`config.mk`:
```
export PLATFORM = sky130hd
export DESIGN_NAME = command_line_arg_splitter_top
export DESIGN_NICKNAME = d
export VERILOG_FILES = /design/src/rtl/core/cals_pkg.sv /design/src/rtl/core/command_line_arg_splitter_top.sv
export SDC_FILE = /design/constraint.sdc
export NUM_CORES = 1
export LEC_CHECK = 0
export BUFFER_PORTS_ARGS = -buffer_cell sky130_fd_sc_hd__buf_2
export CAP_MARGIN = 40
export CORE_MARGIN = 3
export CORE_UTILIZATION = 55
export CTS_CLUSTER_DIAMETER = 80
export DETAILED_ROUTE_END_ITERATION = 16
export PLACE_DENSITY = 0.88
export SYNTH_ARGS = -nofsm -noshare
export SYNTH_HDL_FRONTEND = slang
export SYNTH_SLANG_ARGS = --single-unit
export TNS_END_PERCENT = 10
```
`constraint.sdc`:
```
create_clock -name clk_i -period 2.9 [get_ports clk_i]
set_clock_uncertainty 0.15 [all_clocks]
set_input_delay 0.58 -clock clk_i [delete_from_list [all_inputs] [get_ports clk_i]]
set_output_delay 0.58 -clock clk_i [all_outputs]
set_load 0.005 [all_outputs]
```
`src/rtl/core/cals_pkg.sv`:
```
`default_nettype none

package cals_pkg;

  // result kinds carried on the result channel tuser
  typedef enum logic [1:0] {
    KIND_BYTE   = 2'd0,
    KIND_END    = 2'd1,
    KIND_ACCEPT = 2'd2,
    KIND_REJECT = 2'd3
  } kind_e;

  // quote currently open
  typedef enum logic [1:0] {
    QUOTE_NONE   = 2'd0,
    QUOTE_DOUBLE = 2'd1,
    QUOTE_SINGLE = 2'd2
  } quote_e;

  localparam logic [7:0] ChDquote    = 8'h22;
  localparam logic [7:0] ChSquote    = 8'h27;
  localparam logic [7:0] ChBackslash = 8'h5c;
  localparam logic [7:0] ChSpace     = 8'h20;
  localparam logic [7:0] ChTab       = 8'h09;
  localparam logic [7:0] ChCr        = 8'h0d;
  localparam logic [7:0] CountMax    = 8'hff;

  localparam int unsigned FifoDepth = 4;
  localparam int unsigned PtrW      = $clog2(FifoDepth);
  localparam int unsigned CntW      = PtrW + 1;

  typedef struct packed {
    kind_e      kind;
    logic [7:0] out_byte;
    logic [7:0] arg_number;
    logic       last;
  } res_t;

  function automatic logic [7:0] unescape(input logic [7:0] c);
    logic [7:0] r;
    unique case (c)
      8'h6e:   r = 8'h0a; // n
      8'h74:   r = 8'h09; // t
      8'h62:   r = 8'h08; // b
      8'h76:   r = 8'h0b; // v
      8'h61:   r = 8'h07; // a
      8'h72:   r = 8'h0d; // r
      default: r = c;
    endcase
    return r;
  endfunction

  function automatic logic is_blank(input logic [7:0] c);
    return (c == ChSpace) || ((c >= ChTab) && (c <= ChCr));
  endfunction

endpackage

`default_nettype wire

```
`src/rtl/core/command_line_arg_splitter_top.sv`:
```
// command line argument splitter
// input channel (s_axis): one command line character per beat in tdata; a beat with
//   tlast high closes the line (its tdata is ignored) and resets the parser.
// result channel (m_axis): tuser is the result kind (argument byte, argument end,
//   line accepted, line rejected for an unterminated quote), tdata carries the
//   mapped byte in [7:0] and the argument index or count in [15:8], and tlast marks
//   the final result beat caused by one input beat.
// each input beat yields zero, one or two result beats; only a line close with an
//   argument still open yields two (argument end, then accepted).
// a character is parsed in the cycle it is accepted and its results are written
//   into a four-entry result queue, from which they are driven out in order.
// throughput: one input beat per cycle; tready stays high while the queue holds at
//   most two results, so the queue drain of one result per cycle is the limit.
// stall: while the receiver holds tready low the queue fills and input tready
//   drops once fewer than two slots remain; no result is lost or repeated.
// reset: rst_ni clears the parser (no quote, no argument, no escape, count zero)
//   and empties the result queue.
`default_nettype none

module command_line_arg_splitter_top (
  input  wire         clk_i,
  input  wire         rst_ni,
  input  wire         s_axis_tvalid,
  output logic        s_axis_tready,
  input  wire  [7:0]  s_axis_tdata,   // [7:0] ch
  input  wire         s_axis_tlast,   // line_end
  output logic        m_axis_tvalid,
  input  wire         m_axis_tready,
  output logic [15:0] m_axis_tdata,   // [7:0] out_byte, [15:8] arg_number
  output logic [1:0]  m_axis_tuser,   // [1:0] kind
  output logic        m_axis_tlast    // last
);

  // parser state
  cals_pkg::quote_e quote_q, quote_d;
  logic             in_arg_q, in_arg_d;
  logic             esc_q, esc_d;
  logic [7:0]       count_q, count_d;

  // result queue
  cals_pkg::res_t                    fifo_q [cals_pkg::FifoDepth];
  logic [cals_pkg::PtrW-1:0]         wr_ptr_q, rd_ptr_q;
  logic [cals_pkg::CntW-1:0]         fill_q;

  logic           in_beat, out_beat;
  logic [1:0]     n_res;
  cals_pkg::res_t res0, res1;
  logic [7:0]     ch;
  logic [7:0]     count_inc;
  cals_pkg::quote_e quote_ch;

  assign s_axis_tready = (fill_q <= cals_pkg::CntW'(cals_pkg::FifoDepth - 2));
  assign in_beat       = s_axis_tvalid && s_axis_tready;
  assign m_axis_tvalid = (fill_q != '0);
  assign out_beat      = m_axis_tvalid && m_axis_tready;
  assign ch            = s_axis_tdata;
  assign count_inc     = (count_q == cals_pkg::CountMax) ? count_q : count_q + 8'd1;
  assign quote_ch      = (ch == cals_pkg::ChDquote) ? cals_pkg::QUOTE_DOUBLE
                                                    : cals_pkg::QUOTE_SINGLE;

  // per-character parse step
  always_comb begin
    quote_d  = quote_q;
    in_arg_d = in_arg_q;
    esc_d    = esc_q;
    count_d  = count_q;
    n_res    = 2'd0;
    res0     = '{kind: cals_pkg::KIND_BYTE, out_byte: 8'd0, arg_number: count_q, last: 1'b0};
    res1     = '{kind: cals_pkg::KIND_ACCEPT, out_byte: 8'd0, arg_number: count_q, last: 1'b1};
    if (s_axis_tlast) begin
      // line close: status, then parser back to its reset state
      if (quote_q != cals_pkg::QUOTE_NONE) begin
        res0.kind = cals_pkg::KIND_REJECT;
        n_res     = 2'd1;
      end else if (in_arg_q) begin
        res0.kind       = cals_pkg::KIND_END;
        res1.arg_number = count_inc;
        n_res           = 2'd2;
      end else begin
        res0.kind = cals_pkg::KIND_ACCEPT;
        n_res     = 2'd1;
      end
      quote_d  = cals_pkg::QUOTE_NONE;
      in_arg_d = 1'b0;
      esc_d    = 1'b0;
      count_d  = 8'd0;
    end else if (esc_q) begin
      esc_d         = 1'b0;
      in_arg_d      = 1'b1;
      res0.out_byte = cals_pkg::unescape(ch);
      n_res         = 2'd1;
    end else if (cals_pkg::is_blank(ch)) begin
      if (quote_q != cals_pkg::QUOTE_NONE) begin
        res0.out_byte = ch;
        n_res         = 2'd1;
      end else if (in_arg_q) begin
        res0.kind = cals_pkg::KIND_END;
        n_res     = 2'd1;
        count_d   = count_inc;
        in_arg_d  = 1'b0;
      end
    end else if ((ch == cals_pkg::ChDquote) || (ch == cals_pkg::ChSquote)) begin
      // empty quote pair still opens an argument
      in_arg_d = 1'b1;
      if (quote_q == cals_pkg::QUOTE_NONE) begin
        quote_d = quote_ch;
      end else if (quote_q == quote_ch) begin
        quote_d = cals_pkg::QUOTE_NONE;
      end else begin
        res0.out_byte = ch;
        n_res         = 2'd1;
      end
    end else if (ch == cals_pkg::ChBackslash) begin
      esc_d = 1'b1;
    end else begin
      in_arg_d      = 1'b1;
      res0.out_byte = ch;
      n_res         = 2'd1;
    end
    res0.last = (n_res == 2'd1);
  end

  always_ff @(posedge clk_i or negedge rst_ni) begin
    if (!rst_ni) begin
      quote_q  <= cals_pkg::QUOTE_NONE;
      in_arg_q <= 1'b0;
      esc_q    <= 1'b0;
      count_q  <= 8'd0;
    end else if (in_beat) begin
      quote_q  <= quote_d;
      in_arg_q <= in_arg_d;
      esc_q    <= esc_d;
      count_q  <= count_d;
    end
  end

  // queue payload, no reset needed
  always_ff @(posedge clk_i) begin
    if (in_beat && (n_res != 2'd0)) begin
      fifo_q[wr_ptr_q] <= res0;
    end
    if (in_beat && (n_res == 2'd2)) begin
      fifo_q[wr_ptr_q + cals_pkg::PtrW'(1)] <= res1;
    end
  end

  logic [cals_pkg::CntW-1:0] push_n;
  assign push_n = in_beat ? cals_pkg::CntW'(n_res) : '0;

  always_ff @(posedge clk_i or negedge rst_ni) begin
    if (!rst_ni) begin
      wr_ptr_q <= '0;
      rd_ptr_q <= '0;
      fill_q   <= '0;
    end else begin
      wr_ptr_q <= wr_ptr_q + push_n[cals_pkg::PtrW-1:0];
      if (out_beat) begin
        rd_ptr_q <= rd_ptr_q + cals_pkg::PtrW'(1);
      end
      fill_q <= fill_q + push_n - cals_pkg::CntW'(out_beat);
    end
  end

  cals_pkg::res_t head;
  assign head         = fifo_q[rd_ptr_q];
  assign m_axis_tuser = head.kind;
  assign m_axis_tdata = {head.arg_number, head.out_byte};
  assign m_axis_tlast = head.last;

  // queue never overfills
  a_fill_bound: assert property (@(posedge clk_i) disable iff (!rst_ni)
    fill_q <= cals_pkg::CntW'(cals_pkg::FifoDepth))
    else $error("result queue overfilled");

  // a line status is always the final result of its beat
  a_status_last: assert property (@(posedge clk_i) disable iff (!rst_ni)
    m_axis_tvalid && (m_axis_tuser == cals_pkg::KIND_ACCEPT ||
                      m_axis_tuser == cals_pkg::KIND_REJECT) |-> m_axis_tlast)
    else $error("line status without tlast");

  // a line close returns the parser to its idle state
  a_line_reset: assert property (@(posedge clk_i) disable iff (!rst_ni)
    in_beat && s_axis_tlast |=> (quote_q == cals_pkg::QUOTE_NONE) && !in_arg_q &&
                                !esc_q && (count_q == 8'd0))
    else $error("parser not cleared after line close");

  // every accepted beat finds room for all of its results
  a_push_room: assert property (@(posedge clk_i) disable iff (!rst_ni)
    in_beat |-> fill_q + cals_pkg::CntW'(n_res) <= cals_pkg::CntW'(cals_pkg::FifoDepth))
    else $error("push beyond queue room");

endmodule

`default_nettype wire
```
== Word level (Yosys, flattened, before mapping) ==
Memory sizes are Yosys's and may differ from the RTL's.
Index checks and enable logic that the tools add are counted.
Cells by class
  add/subtract/negate cells: 6
  magnitude comparators: 3
  equality and inequality tests: 18
  muxes and demuxes: 56
  reductions and logical operators: 17
Operator list (number)
  2-to-1 mux 8 bit: 15
  equality test 8 x 7 -> 1 bit, second input constant: 7
  case mux 8 bit (6 select lines): 1
  2-to-1 mux 2 bit: 19
  equality test 8 x 6 -> 1 bit, second input constant: 3
  2-to-1 mux 1 bit: 21
  adder 8 x 1 -> 8 bit, second input constant: 1
  equality test 8 bit, second input constant: 1
  >= comparator 8 x 4 -> 1 bit, second input constant: 1
  <= comparator 8 x 4 -> 1 bit, second input constant: 1
  nonzero test 2 bit: 4
  AND reduction 3 bit: 2
  nonzero test 3 bit: 2
  logical AND 1 bit: 5
  != test 5 bit, second input constant: 1
  AND reduction 5 bit: 1
  adder 2 x 1 -> 2 bit, second input constant: 2
  != test 2 bit, second input constant: 2
  != test 4 bit, second input constant: 1
  adder 3 x 2 -> 3 bit: 1
  <= comparator 3 x 2 -> 1 bit, second input constant: 1
  subtractor 3 x 1 -> 3 bit: 1
  adder 2 bit: 1
  equality test 2 x 1 -> 1 bit, second input constant: 1
  other kinds (4): 5
Storage, ports and cells
  flip-flop bits (word level): 19
  RAM bits: 76
  memories kept: 1
Memories
  fifo_q: depth 4, bits a word 19, read ports 1, clocked after Yosys merged registers in 0, wr ports 2, line command_line_arg_splitter_top.sv:41  | cals_pkg::res_t fifo_q [cals_pkg::FifoDepth];

== Depth between registers and ports, before layout ==
  depth in word-level cells: 13
  mapped depth: 12

== Least setup slack after synthesis ==
No wires, ideal clock.
  path type: input port to flip-flop
  start point: input port s_axis_tdata[2]
  end point: register fill_q[2] (netlist bit)
  arrival: 2.907 ns
  required time: 2.627 ns
  path slack: -0.279 ns
  stages on the path: 12
  path buffers: 1
  cell sequence: buf_2 > nor4b_4 > mux2_2 > o21a_4 > a21boi_4 > or3_1 > ha_1 > inv_1 > ha_1 > fa_1 > xnor2_1 > xnor2_1
On the way
  cells in the longest elaborated chain, start to end: 12
  elaborated cells on any way between the ends: 21
  classes of those cells: add/sub (2); order compare (2); eq/ne (5); mux (9); reduce/logical (3)
RTL lines
  start: declaration: line command_line_arg_splitter_top.sv:25  | input wire [7:0] s_axis_tdata,
  equality test 8 x 6 -> 1 bit: line command_line_arg_splitter_top.sv:58, command_line_arg_splitter_top.sv:102
  2-to-1 mux 2 bit: line command_line_arg_splitter_top.sv:58  | assign quote_ch = (ch == cals_pkg::ChDquote) ? cals_pkg::QUOTE_DOUBLE
  equality test 2 bit: line command_line_arg_splitter_top.sv:107  | end else if (quote_q == quote_ch) begin
  2-to-1 mux 1 bit: line command_line_arg_splitter_top.sv:107
  2-to-1 mux 1 bit: line command_line_arg_splitter_top.sv:105  | if (quote_q == cals_pkg::QUOTE_NONE) begin
  2-to-1 mux 2 bit: line command_line_arg_splitter_top.sv:102  | end else if ((ch == cals_pkg::ChDquote) || (ch == cals_pkg::ChSquote)) begin
  2-to-1 mux 2 bit (*): line command_line_arg_splitter_top.sv:92  | end else if (cals_pkg::is_blank(ch)) begin
  2-to-1 mux 2 bit (*): line command_line_arg_splitter_top.sv:87  | end else if (esc_q) begin
  2-to-1 mux 2 bit (*): line command_line_arg_splitter_top.sv:70  | if (s_axis_tlast) begin
  2-to-1 mux 2 bit (*): line command_line_arg_splitter_top.sv:148  | assign push_n = in_beat ? cals_pkg::CntW'(n_res) : '0;
  adder 3 x 2 -> 3 bit (*): line command_line_arg_splitter_top.sv:160  | fill_q <= fill_q + push_n - cals_pkg::CntW'(out_beat);
  subtractor 3 x 1 -> 3 bit (*): line command_line_arg_splitter_top.sv:160
  end signal: assignment: line command_line_arg_splitter_top.sv:160
  end: declaration: line command_line_arg_splitter_top.sv:43  | logic [cals_pkg::CntW-1:0] fill_q;
Mark *: on every way between the ends. The rest lies on a longest branch, timed or not.
A chain may end at the register's enable or synchronous reset.

== Worst setup path after layout ==
  start point: input port s_axis_tdata[0]
  end point: register fill_q[2] (netlist bit)
The elaborated chain is that of the path after synthesis.

==> impl_metrics.sql <==
INSERT INTO impl_metrics (metric_group, metric, value, unit) VALUES
('synthesis', 'yosysWarningCount', '0', ''),
('synthesis', 'synth_area_leader_cell', 'sky130_fd_sc_hd__edfxtp_1', ''),
('grt', 'grt_first_pass_wirelength', '21150', 'µm'),
('clock_network', 'clock_edge_transition_at_the_registers_on_the_reported_setup_and_hold_paths', '90', 'ps'),
('clock_network', 'cts_num_sinks', '95', ''),
('pwr', 'ir_drop', '0.0004416', 'V'),
('status', 'outcome', 'finished clean', ''),
('clock_network', 'clk-insertion-delay-late', '360', 'ps'),
('detailed_routing', 'route.layer.met1.wl', '5115', 'µm'),
('finish', 'nNetsFinal', '623', ''),
('pwr', 'power_density', '886.0', 'nW/µm²'),
('clock_network', 'clock_tree_from_tritoncts', 'built', ''),
('timing', 'slew_viol_final', '0', ''),
('floorplan', 'ioPinCount', '34', ''),
('run', 'drv_cap', '0', ''),
('timing', 'finalSetupViolCount', '0', ''),
('finish', 'area_delta_synth_final', '14.17', '%'),
('detailed_routing', 'detail_route.first_pass.iterations', '5', ''),
('grt', 'antenna_violations_before_repair', '0', ''),
('hold_path', 'hold_path.startpoint', 'fifo_q[1][11]', ''),
('pwr', 'seq_power_share', '0.419', ''),
('grt', 'maximum_number_of_pins_on_one_net_before_global_route_repair', '24', ''),
('detailed_routing', 'drt_iter0_markers', '465', ''),
('synthesis', 'synth_area_leaders', 'sky130_fd_sc_hd__edfxtp_1, sky130_fd_sc_hd__dfxtp_1, sky130_fd_sc_hd__dfrtp_1', ''),
('finish', 'multi_input_comb_area', '2634', 'µm²'),
('setup_path', 'regToRegStartpoint', 'quote_q[0]', ''),
('timing', 'timing.final.ws_setup', '86.89', 'ps'),
('floorplan', 'row_count', '34', ''),
('floorplan', 'die_height', '103.2', 'µm'),
('detailed_routing', 'top_routing_layer_used', 'met4', ''),
('pwr', 'total_leakage_power', '2.373', 'nW'),
('grt', 'vias_in_the_first_global_route', '4448', ''),
('clock_network', 'cts_buffer_depth', '2', ''),
('detailed_routing', 'wl_per_cell', '18.11', 'µm'),
('synthesis', 'synth-edff-count', '32', ''),
('synthesis', 'synth-seq-area-share', '0.4464', ''),
('clock_network', 'h_tree_levels', '3', ''),
('pwr', 'cell_internal_pwr', '0.003282', 'W'),
('floorplan', 'fp.dieArea', '10640', 'µm²'),
('placed_design', 'io_buffer_count', '33', ''),
('clock_network', 'master_cell_of_the_clock_root_buffer', 'sky130_fd_sc_hd__clkbuf_8', ''),
('hold_path', 'holdCritPathClass', 'reg2reg', ''),
('timing', 'timing_hold_violations_final', '0', ''),
('synthesis', 'synth_flop_cell', 'sky130_fd_sc_hd__dfxtp_1', ''),
('synthesis', 'synth.cell_area', '5191', 'µm²'),
('timing', 'final_min_period_over_clock_period', '0.9700', ''),
('finish', 'post-route-cell-area', '5927', 'µm²'),
('detailed_routing', 'via_count', '4650', ''),
('setup_path', 'critPathLaunchType', 'primary input', ''),
('timing', 'tightestPinTransition', '723.0', 'ps'),
('detailed_routing', 'met2WireLength', '6169', 'µm'),
('placed_design', 'place_hpwl', '9266', 'µm'),
('clock_network', 'cts-buffers-inserted', '9', ''),
('timing', 'fin_worst_hold_slack', '307.4', 'ps'),
('finish', 'register_area', '2317', 'µm²'),
('synthesis', 'post_synth_num_cell_types', '66', ''),
('placed_design', 'placement.cell_area', '5712', 'µm²'),
('synthesis', 'syn_avg_cell_area', '9.490', 'µm²'),
('synthesis', 'ys_ff_latch', '95', ''),
('floorplan', 'start_util', '0.5811', ''),
('timing', 'final.min_clock_period', '2813', 'ps'),
('finish', 'layout_cells_sized_above_1', '0.2282', ''),
('grt', 'grtUsageTotal', '0.2554', ''),
('setup_path', 'timing.setup.critical_path_class', 'in2reg', ''),
('synthesis', 'post-synth-top-area-fraction', '0.1851', ''),
('pwr', 'power.switching_fraction', '0.3750', ''),
('detailed_routing', 'routed-wl-met3', '1247', 'µm'),
('pwr', 'switchingPower', '0.001969', 'W'),
('finish', 'antenna_cells_inserted', '0', ''),
('placed_design', 'dp_worst_setup_slack', '-334.3', 'ps'),
('timing', 'max_clock_freq', '355.5', 'MHz');
==> metal layers <==
metal	GRT usage	vias up
met5	0	-
met4	0.1165	0
met3	0.05142	53
met2	0.4154	266
met1	0.3297	2194
li1	-	2137
==> repair_timing <==
item	in CTS	in global routing
hold buffers	1	0
setup endpoints to repair	0	1
hold endpoints to repair	19	0
buffers inserted	0	1
gates resized for setup	0	2
==> final timing paths <==
kind | endpoint | slack [ps] | depth (start not counted)
min in group asynchronous | count_q[3] | 530 | 2
worst min-delay path | fifo_q[1][11] | 310 | 2
worst max register to register | fill_q[2] | 210 | 10
max in group asynchronous | count_q[2] | 1780 | 2
worst max-delay path | fill_q[2] | 90 | 12
worst min register to register | fifo_q[1][11] | 310 | 2
==> cells in the mapped netlist (3+ instances only) <==
master / n
sky130_fd_sc_hd__o211ai_1: 7
sky130_fd_sc_hd__ha_1: 5
sky130_fd_sc_hd__a21oi_1: 24
sky130_fd_sc_hd__inv_1: 13
sky130_fd_sc_hd__nor3_1: 12
sky130_fd_sc_hd__a31oi_1: 4
sky130_fd_sc_hd__nand4_1: 3
sky130_fd_sc_hd__o31ai_1: 12
sky130_fd_sc_hd__buf_2: 10
sky130_fd_sc_hd__nand2b_1: 3
sky130_fd_sc_hd__a311oi_1: 3
sky130_fd_sc_hd__or3_1: 5
sky130_fd_sc_hd__nor4b_1: 5
sky130_fd_sc_hd__and2_1: 6
sky130_fd_sc_hd__dfxtp_1: 44
sky130_fd_sc_hd__xnor2_1: 5
sky130_fd_sc_hd__o21ai_1: 12
sky130_fd_sc_hd__nor2b_1: 4
sky130_fd_sc_hd__mux2i_1: 3
sky130_fd_sc_hd__nand3_1: 30
sky130_fd_sc_hd__and3_1: 9
sky130_fd_sc_hd__o21ai_0: 59
sky130_fd_sc_hd__nand2_1: 77
sky130_fd_sc_hd__a22o_1: 5
sky130_fd_sc_hd__and3b_1: 4
sky130_fd_sc_hd__clkbuf_1: 29
sky130_fd_sc_hd__xor2_1: 3
sky130_fd_sc_hd__dfrtp_1: 19
sky130_fd_sc_hd__mux4_2: 19
sky130_fd_sc_hd__a21o_1: 3
sky130_fd_sc_hd__nor2_1: 30
sky130_fd_sc_hd__edfxtp_1: 32
==> worst max-delay path: stages <==
cell and delay [ps]:
sky130_fd_sc_hd__buf_2 130, sky130_fd_sc_hd__nor4b_4 300, sky130_fd_sc_hd__mux2_4 220, sky130_fd_sc_hd__o21a_4 150
sky130_fd_sc_hd__a21boi_4 50, sky130_fd_sc_hd__or3_1 340, sky130_fd_sc_hd__ha_1 290, sky130_fd_sc_hd__inv_1 40
sky130_fd_sc_hd__ha_1 180, sky130_fd_sc_hd__fa_2 340, sky130_fd_sc_hd__xnor2_1 190, sky130_fd_sc_hd__xnor2_1 140
==> sequential cells by signal, summed over array words and instances (netlist names) <==
signal and cells:
count_q 8, esc_q 1, fifo_q 76, fill_q 3, in_arg_q 1, quote_q 2, rd_ptr_q 2, wr_ptr_q 2
==> final cells by class <==
cell class | instances | share of cell area
flip-flops and latches | 95 | 0.3910
well taps | 108 | 0.02280
multi-input cells | 394 | 0.4444
inverters | 13 | 0.008233
clock buffers | 10 | 0.02322
clock inverters | 6 | 0.008655
repair buffers | 91 | 0.1018
==> kinds of logic after synthesis <==
kind of cell / Yosys count / synth area share
and+or+nand+nor: 204 / 0.1981
AOI/OAI and AO/OA: 152 / 0.1849
DFF: 95 / 0.4464
buffers and inverters: 58 / 0.04869
muxes: 24 / 0.09255
xor gates and xnor gates: 8 / 0.01350
adders and majority gates: 6 / 0.01591
==> placed cells by master, fill, tap and decap left out, types with 13 or more instances in the layout <==
master,synthesis,routed
sky130_fd_sc_hd__inv_1,13,13
sky130_fd_sc_hd__dfrtp_1,19,19
sky130_fd_sc_hd__mux4_2,19,19
sky130_fd_sc_hd__buf_2,10,33
sky130_fd_sc_hd__nand3_1,30,30
sky130_fd_sc_hd__o21ai_0,59,59
sky130_fd_sc_hd__a21oi_1,24,24
sky130_fd_sc_hd__buf_4,2,57
sky130_fd_sc_hd__nand2_1,77,77
sky130_fd_sc_hd__nor2_1,30,30
sky130_fd_sc_hd__dfxtp_1,44,44
sky130_fd_sc_hd__edfxtp_1,32,32
==> stage by stage <==
stage	cells	total power (W)
final	717	0.005251
after global placement	699	0.004273
after floorplan	547	0.003627
after global routing	717	0.005583
after detailed placement	699	0.004396
after CTS	716	0.005231
==> power by group through the flow <==
stage / logic, W / clock network [W] / registers [W]
6_report: 0.00221 / 0.000839 / 0.00220
5_1_grt: 0.00244 / 0.000893 / 0.00225
4_1_cts: 0.00220 / 0.000844 / 0.00219
3_5_place_dp: 0.00218 / 0 / 0.00222
3_3_place_gp: 0.00210 / 0 / 0.00218
2_1_floorplan: 0.00157 / 0 / 0.00206
Power figures use the tool's default switching activity.
